--- config.mk ---
export PLATFORM = sky130hd
export DESIGN_NAME = lgs_row_unit
export DESIGN_NICKNAME = d
export VERILOG_FILES = /design/src/design/lgs_pkg.sv /design/src/design/lgs_cell_lane.sv /design/src/design/lgs_row_unit.sv
export SDC_FILE = /design/constraint.sdc
export NUM_CORES = 1
export LEC_CHECK = 0
export ABC_AREA = 1
export BUFFER_PORTS_ARGS = -buffer_cell sky130_fd_sc_hd__clkbuf_2
export CAP_MARGIN = 0
export CORE_ASPECT_RATIO = 0.9
export CORE_MARGIN = 2
export CORE_UTILIZATION = 55
export DETAILED_ROUTE_END_ITERATION = 12
export GPL_ROUTABILITY_DRIVEN = 0
export PLACE_DENSITY = 0.84
export SLEW_MARGIN = 15
export SYNTH_ARGS = -nofsm -noshare
export SYNTH_HDL_FRONTEND = slang
export SYNTH_HIERARCHICAL = 1
export SYNTH_SLANG_ARGS = --single-unit
export TNS_END_PERCENT = 5
--- constraint.sdc ---
create_clock -name vclk -period 19.5
set_input_delay 3.9 -clock vclk [all_inputs]
set_output_delay 3.9 -clock vclk [all_outputs]
set_load 0.05 [all_outputs]
--- src/design/lgs_pkg.sv ---
`timescale 1ns / 1ps
// ----------------------------------------------------------------------------
// lgs_pkg: shared types and constants for the life generation step
// Payload structs, register indexes, sequencer states and the neighbor
// flags passed from the sequencer to the row unit.
// ----------------------------------------------------------------------------
package lgs_pkg;

   localparam int ROW_IDX_BITS  = 6;
   localparam int CELL_BITS     = 64;
   localparam int CSR_IDX_BITS  = 2;
   localparam int CSR_DATA_BITS = 7;

   localparam logic OP_LOAD = 1'b0;
   localparam logic OP_TICK = 1'b1;

   localparam logic [CSR_IDX_BITS-1:0] CSR_ROW_COUNT    = 2'd0;
   localparam logic [CSR_IDX_BITS-1:0] CSR_COLUMN_COUNT = 2'd1;
   localparam logic [CSR_IDX_BITS-1:0] CSR_WRAP_MODE    = 2'd2;

   localparam logic [CSR_DATA_BITS-1:0] ROW_COUNT_RESET    = 7'd64;
   localparam logic [CSR_DATA_BITS-1:0] COLUMN_COUNT_RESET = 7'd64;

   // Birth and survival neighbor counts
   localparam logic [3:0] BIRTH_COUNT   = 4'd3;
   localparam logic [3:0] SURVIVE_COUNT = 4'd2;

   typedef struct packed {
      logic                    operation;
      logic [ROW_IDX_BITS-1:0] row_index;
      logic [CELL_BITS-1:0]    row_cells;
   } req_type;

   typedef struct packed {
      logic [ROW_IDX_BITS-1:0] out_row_index;
      logic [CELL_BITS-1:0]    out_row_cells;
      logic                    last_row;
   } rsp_type;

   // Window qualifiers for the row being computed
   typedef struct packed {
      logic up_valid;    // row above exists (or wraps)
      logic down_valid;  // row below exists (or wraps)
      logic row_self;    // row above/below is the row itself (one-row torus)
      logic col_self;    // left/right column is the cell itself (one-column torus)
   } flags_type;

   typedef enum logic [2:0] {
      ST_IDLE,
      ST_FILL_UP,
      ST_FILL_MID,
      ST_RUN,
      ST_LAST
   } state_type;

endpackage

--- src/design/lgs_cell_lane.sv ---
`timescale 1ns / 1ps
// ----------------------------------------------------------------------------
// lgs_cell_lane: next state of one cell
// Counts the live neighbors in a 3x3 window and applies the birth and
// survival rule. Bit 0 of each row slice is left, bit 1 center, bit 2 right.
// ----------------------------------------------------------------------------
module lgs_cell_lane
   import lgs_pkg::*;
(
   input  logic [2:0] up_bits,
   input  logic [2:0] mid_bits,
   input  logic [2:0] down_bits,
   input  flags_type  flags,
   output logic       alive
);

   logic [7:0] terms;
   logic [3:0] count;

   always_comb begin
      // on a one-row or one-column torus some offsets land on the cell itself
      terms[0] = up_bits[0]   & flags.up_valid   & ~(flags.row_self & flags.col_self);
      terms[1] = up_bits[1]   & flags.up_valid   & ~flags.row_self;
      terms[2] = up_bits[2]   & flags.up_valid   & ~(flags.row_self & flags.col_self);
      terms[3] = mid_bits[0]  & ~flags.col_self;
      terms[4] = mid_bits[2]  & ~flags.col_self;
      terms[5] = down_bits[0] & flags.down_valid & ~(flags.row_self & flags.col_self);
      terms[6] = down_bits[1] & flags.down_valid & ~flags.row_self;
      terms[7] = down_bits[2] & flags.down_valid & ~(flags.row_self & flags.col_self);
   end

   always_comb begin
      count = '0;
      for (int k = 0; k < 8; k++) begin
         count = count + 4'(terms[k]);
      end
   end

   assign alive = (count == BIRTH_COUNT) | ((count == SURVIVE_COUNT) & mid_bits[1]);

endmodule

--- src/design/lgs_row_unit.sv ---
`timescale 1ns / 1ps
// ----------------------------------------------------------------------------
// lgs_row_unit: one new row from a three-row window
// Builds left/right neighbor vectors with optional edge wrap, runs one
// cell lane per column and merges the lane results into a masked row word.
// ----------------------------------------------------------------------------
module lgs_row_unit
   import lgs_pkg::*;
#(
   parameter int COLS = 64
) (
   input  logic [COLS-1:0]              up_word,
   input  logic [COLS-1:0]              mid_word,
   input  logic [COLS-1:0]              down_word,
   input  logic [$clog2(COLS+1)-1:0]    cols_used,
   input  logic                         wrap,
   input  flags_type                    flags,
   output logic [COLS-1:0]              next_word
);

   localparam int COL_IDX_W = $clog2(COLS);
   localparam int COL_CNT_W = $clog2(COLS+1);

   logic [COLS-1:0]      col_mask;
   logic [COL_IDX_W-1:0] last_col;
   logic [COLS-1:0]      win   [3];
   logic [COLS-1:0]      win_m [3];
   logic [COLS-1:0]      left  [3];
   logic [COLS-1:0]      right [3];
   logic [COLS-1:0]      lane_alive;

   assign last_col = COL_IDX_W'(cols_used - COL_CNT_W'(1));

   always_comb begin
      for (int j = 0; j < COLS; j++) begin
         col_mask[j] = (COL_CNT_W'(j) < cols_used);
      end
   end

   assign win[0] = up_word;
   assign win[1] = mid_word;
   assign win[2] = down_word;

   always_comb begin
      for (int r = 0; r < 3; r++) begin
         win_m[r] = win[r] & col_mask;
         // bits past the last used column are already zero in win_m
         left[r]  = win_m[r] << 1;
         right[r] = win_m[r] >> 1;
         if (wrap) begin
            left[r][0]         = win_m[r][last_col];
            right[r][last_col] = right[r][last_col] | win_m[r][0];
         end
      end
   end

   for (genvar j = 0; j < COLS; j++) begin : g_lane
      lgs_cell_lane u_lane (
         .up_bits   ({right[0][j], win_m[0][j], left[0][j]}),
         .mid_bits  ({right[1][j], win_m[1][j], left[1][j]}),
         .down_bits ({right[2][j], win_m[2][j], left[2][j]}),
         .flags     (flags),
         .alive     (lane_alive[j])
      );
   end

   assign next_word = lane_alive & col_mask;

endmodule

# After elaboration in Yosys (flattened, before gate mapping)
# Index checks and enable logic that the tools add are counted.
classes:
  n_eq_ne: 128
  n_reduce_logical: 1
  order_cmp: 66
  bitwise: 909
  n_addsub: 449
  mux: 23
ops:
  columns: ["op", "n"]
  rows:
  - ["$add 4x1->4", 384]
  - ["$and 1x1->1", 835]
  - ["$eq 4x2->1 const B", 128]
  - ["$and 64x64->64", 4]
  - ["$lt 6x7->1 const A", 32]
  - ["$bwmux 64", 3]
  - ["$mux 64", 3]
  - ["$add 1x1->2", 64]
  - ["$lt 5x7->1 const A", 16]
  - ["$or 1x1->1", 67]
  - ["$lt 4x7->1 const A", 8]
  - ["$bmux 1 s6", 6]
  - ["$lt 3x7->1 const A", 4]
  - ["$lt 1x7->1 const A", 2]
  - ["$lt 2x7->1 const A", 2]
  - ["$mux 1", 10]
  - ["$lt 6x7->1 const B", 1]
  - ["$demux 1 s6", 1]
  - ["$ge 6x1->1 const B", 1]
  - ["$sub 6x1->6 const B", 1]
  - ["$not 1->1", 3]
  - ["$logic_and 1x1->1", 1]
word_totals:
  word_cells: 1576
  in_bits: 204
  reg_bits: 0

# Depth between registers and ports, before layout
logic_depth:
  word_depth: 19
  ltp_mapped: 31
  ltp_nobuf: 29

# Cells and area by module
# The synthesis kept the hierarchy.
by_module_without_submodules:
  columns: ["mod", "seq_area_each_um2", "area_per_inst_um2", "cells_per_inst", "n_inst"]
  rows:
  - ["lgs_cell_lane", 0.0, 231.5, 35, 64]
  - ["lgs_row_unit", 0.0, 8847.2, 2092, 1]

# Worst setup path after synthesis
# No wires, ideal clock.
synth_timing:
  path_kind: "input-to-output"
  startpoint: "input port cols_used[0]"
  endpoint: "output port next_word[0]"
  required_ns: 15.600
  t_arrival_ns: 8.982
  setup_slack_ns: 6.618
  path_buffers: 3
  stages: 26
  cell_sequence: "buf_4 > inv_2 > ha_1 > inv_2 > nand2_2 > nand2_2 > nand3_2 > buf_2 > buf_1 > o22ai_1 > nor2_1 > nand2_1 > nand3_1 > nand3_1 > nor2_1 > nand3_1 > fa_1 > fa_1 > inv_1 > fa_1 > ha_1 > fa_1 > nand3_1 > a21oi_1 > inv_1 > nor2_1"
synth_rtl:
  columns: ["element", "line_no", "rtl"]
  rows:
  - ["start: declaration", "lgs_row_unit.sv:15", "input logic [$clog2(COLS+1)-1:0] cols_used,"]
  - ["end: declaration", "lgs_row_unit.sv:18", "output logic [COLS-1:0] next_word"]

==> results.md <==
- Achievable Freq: roughly 68 MHz
- Critical-path top delay cell: nor3b_1
- Crit path top cell by count: nand2_1
- Worst path bufs/invs: 4
- Area growth, synth to finish: 7.31%
- Cell count after synthesis: 4,332
- Hold path endpoint: next_word[63]
- Die ar.: ~45,000 um^2
- MaxCap Viol Count: 0
- First-pass GRT wire length: ~140 mm
- Congestion Overflow GR: 0
- DP Area: 25,400 um^2
- Area occupied by multi-input gates: 19,200 um^2
- Worst endpoint required time: 15,600 ps
- Post-DP HPWL: 66.6 mm
- Total Wirelength: 86.9 mm
- Outcome: finished clean
- CP max FO: between 60 and 70
- Largest net degree at the start of global routing: 80
- Post-Synth Simple-Gate Area: 0.440
- Initial antenna violation count: 3
- Syn Nets: 4,985
- Unrepaired setup endpoints after global routing: false
- # setup viols final: 0
- DRC: 0
- Pre-antenna DRT Iters: 11
- Cell family with most CP delay: simple AND/OR/NAND/NOR gates
- Most frequent cells in the layout: nand2_1 (1,399), inv_1 (1,039), nor2_1 (548)
- WS Path Type: input pin to output port
- Hold path startpoint: cols_used[6]
- Setup total negative slack: 0 ps
- Die height: 201 um
- Design area: 25,400 um^2
- Max_slew headroom: 0.229
- Ranking of synthesized cells by area: nand2_1 (22%), fa_1 (22%), inv_1 (16%), nand3_1 (11%), ha_1 (10%)
- Fin nets: around 5,200
- Main combinational cell family by area after synthesis: simple AND/OR/NAND/NOR gates
- CP peak stage delay: 850 ps
- HP Class: input pin to output port
- Fillers: between 4,000 and 5,000
- Core area: 42,700 um^2
- FF/Latch Area: 0 um^2
- Critical path startpoint category: input pin
- Crit path time final: 14,610 ps
- Seq cells: 0
- Share of cells above drive strength 1: 0.0787
- Total global-route track usage: 0.379
- Vias after detailed routing: around 28,000
- Postcts setup bufs: 0
- Max-slew violations: 0
- Cell Area, Synth: between 20,000 and 25,000 um^2
- DR vias/cell: around 5.6
- Ports: 268
- Worst Max-Slew Pin Slew: 1150 ps
- # clk buffers: 0
- Synth unique cells: 37
- CTS Hold Bufs: 0
- Yosys Warn Count: 6
- Final Hold Fails: 0
- Input/output buffers: 268
- Leading cell type in the layout, fill and taps excluded: nand2_1
- Yosys top cell by area: nand2_1
- Starting Density: 0.554
- Synth Area in Adders: 0.319
- Sequential element share of the synthesized area: 0
- Placement row count: 72
- Syn_area_per_cell: 5.46 um^2
- WL/cell: 17.0 um
- Compound-Gate Fraction of Synth Area: 0.0536
- Initial DRC count: 3,879
- Hold Crit Depth: 4
- Vias in the first global route: 26,300
- CP endpoint kind: output port
- Multiplexer area fraction after synthesis: 0
- Arr. time, crit path: roughly 11,000 ps
- Post-CTS Resized: 0
- Post-synth top area share: 0.222
- Fin crit share: 0.749
- Antenna Nets Post-Route: 0
- DIE WIDTH: 223 um
- Post-synthesis xor/xnor area fraction: 0.000740
-- worst max-delay path by stage --
stage / startpoint / end / slack, ps / cells past startpoint
global route: cols_used[0] / next_word[41] / 4740 / 26
global placement: cols_used[0] / next_word[41] / 5810 / 25
floorplan: cols_used[0] / next_word[0] / 6620 / 26
CTS: cols_used[0] / next_word[41] / 5640 / 26
finish: cols_used[0] / next_word[41] / 4890 / 26
detailed placement: cols_used[0] / next_word[41] / 5660 / 26
-- tightest hold or removal path, cell delays in order --
cell	delay [ps]
clkbuf_2	260
nand2_1	130
inv_1	40
clkbuf_2	220
-- stage by stage --
stage / instances / hold WS [ps] / worst slack (ps) / util
after floorplan: 4332 / 8170 / 6620 / -
after global placement: 5104 / 8430 / 5810 / 0.594
after detailed placement: 5104 / 8450 / 5660 / 0.594
after CTS: 5104 / 8450 / 5640 / 0.594
after global routing: 5104 / 8480 / 4740 / 0.594
final: 5107 / 8460 / 4890 / 0.595
-- cells in the mapped netlist (4+ instances only) --
| cell type | n |
|---|---|
| nand2_1 | 1399 |
| inv_1 | 1039 |
| nor2_1 | 548 |
| nand3_1 | 499 |
| fa_1 | 256 |
| ha_1 | 193 |
| a21oi_1 | 90 |
| o21ai_0 | 66 |
| o22ai_1 | 41 |
| buf_2 | 30 |
| nor2_2 | 22 |
| inv_2 | 19 |
| buf_4 | 16 |
| a21boi_0 | 14 |
| buf_6 | 14 |
| nand2_2 | 12 |
| nor3_1 | 10 |
| and3_1 | 8 |
| nand4_1 | 6 |
| o21ai_1 | 6 |
| nand3b_1 | 5 |
| nor2_4 | 5 |
| o211ai_1 | 5 |
| buf_1 | 4 |
| nand3_2 | 4 |
-- cells by family after synthesis --
kind of cell,count (synthesis)
AND/OR/NAND/NOR,2527
buffers and inverters,1126
XOR/XNOR,2
AO/OA/AOI/OAI,228
adder cells (fa/ha/maj),449
-- layout make-up --
class	instances	share of cell area
multi-input cells	3206	0.757
inverters	1059	0.157
repair buffers	284	0.0584
well taps	555	0.0273
diodes	3	0.000296
-- metal layers --
metal,track usage,part of all wire
met1,0.485,0.36
met2,0.553,0.40
met3,0.123,0.16
met4,0.236,0.079
met5,0,0.00062
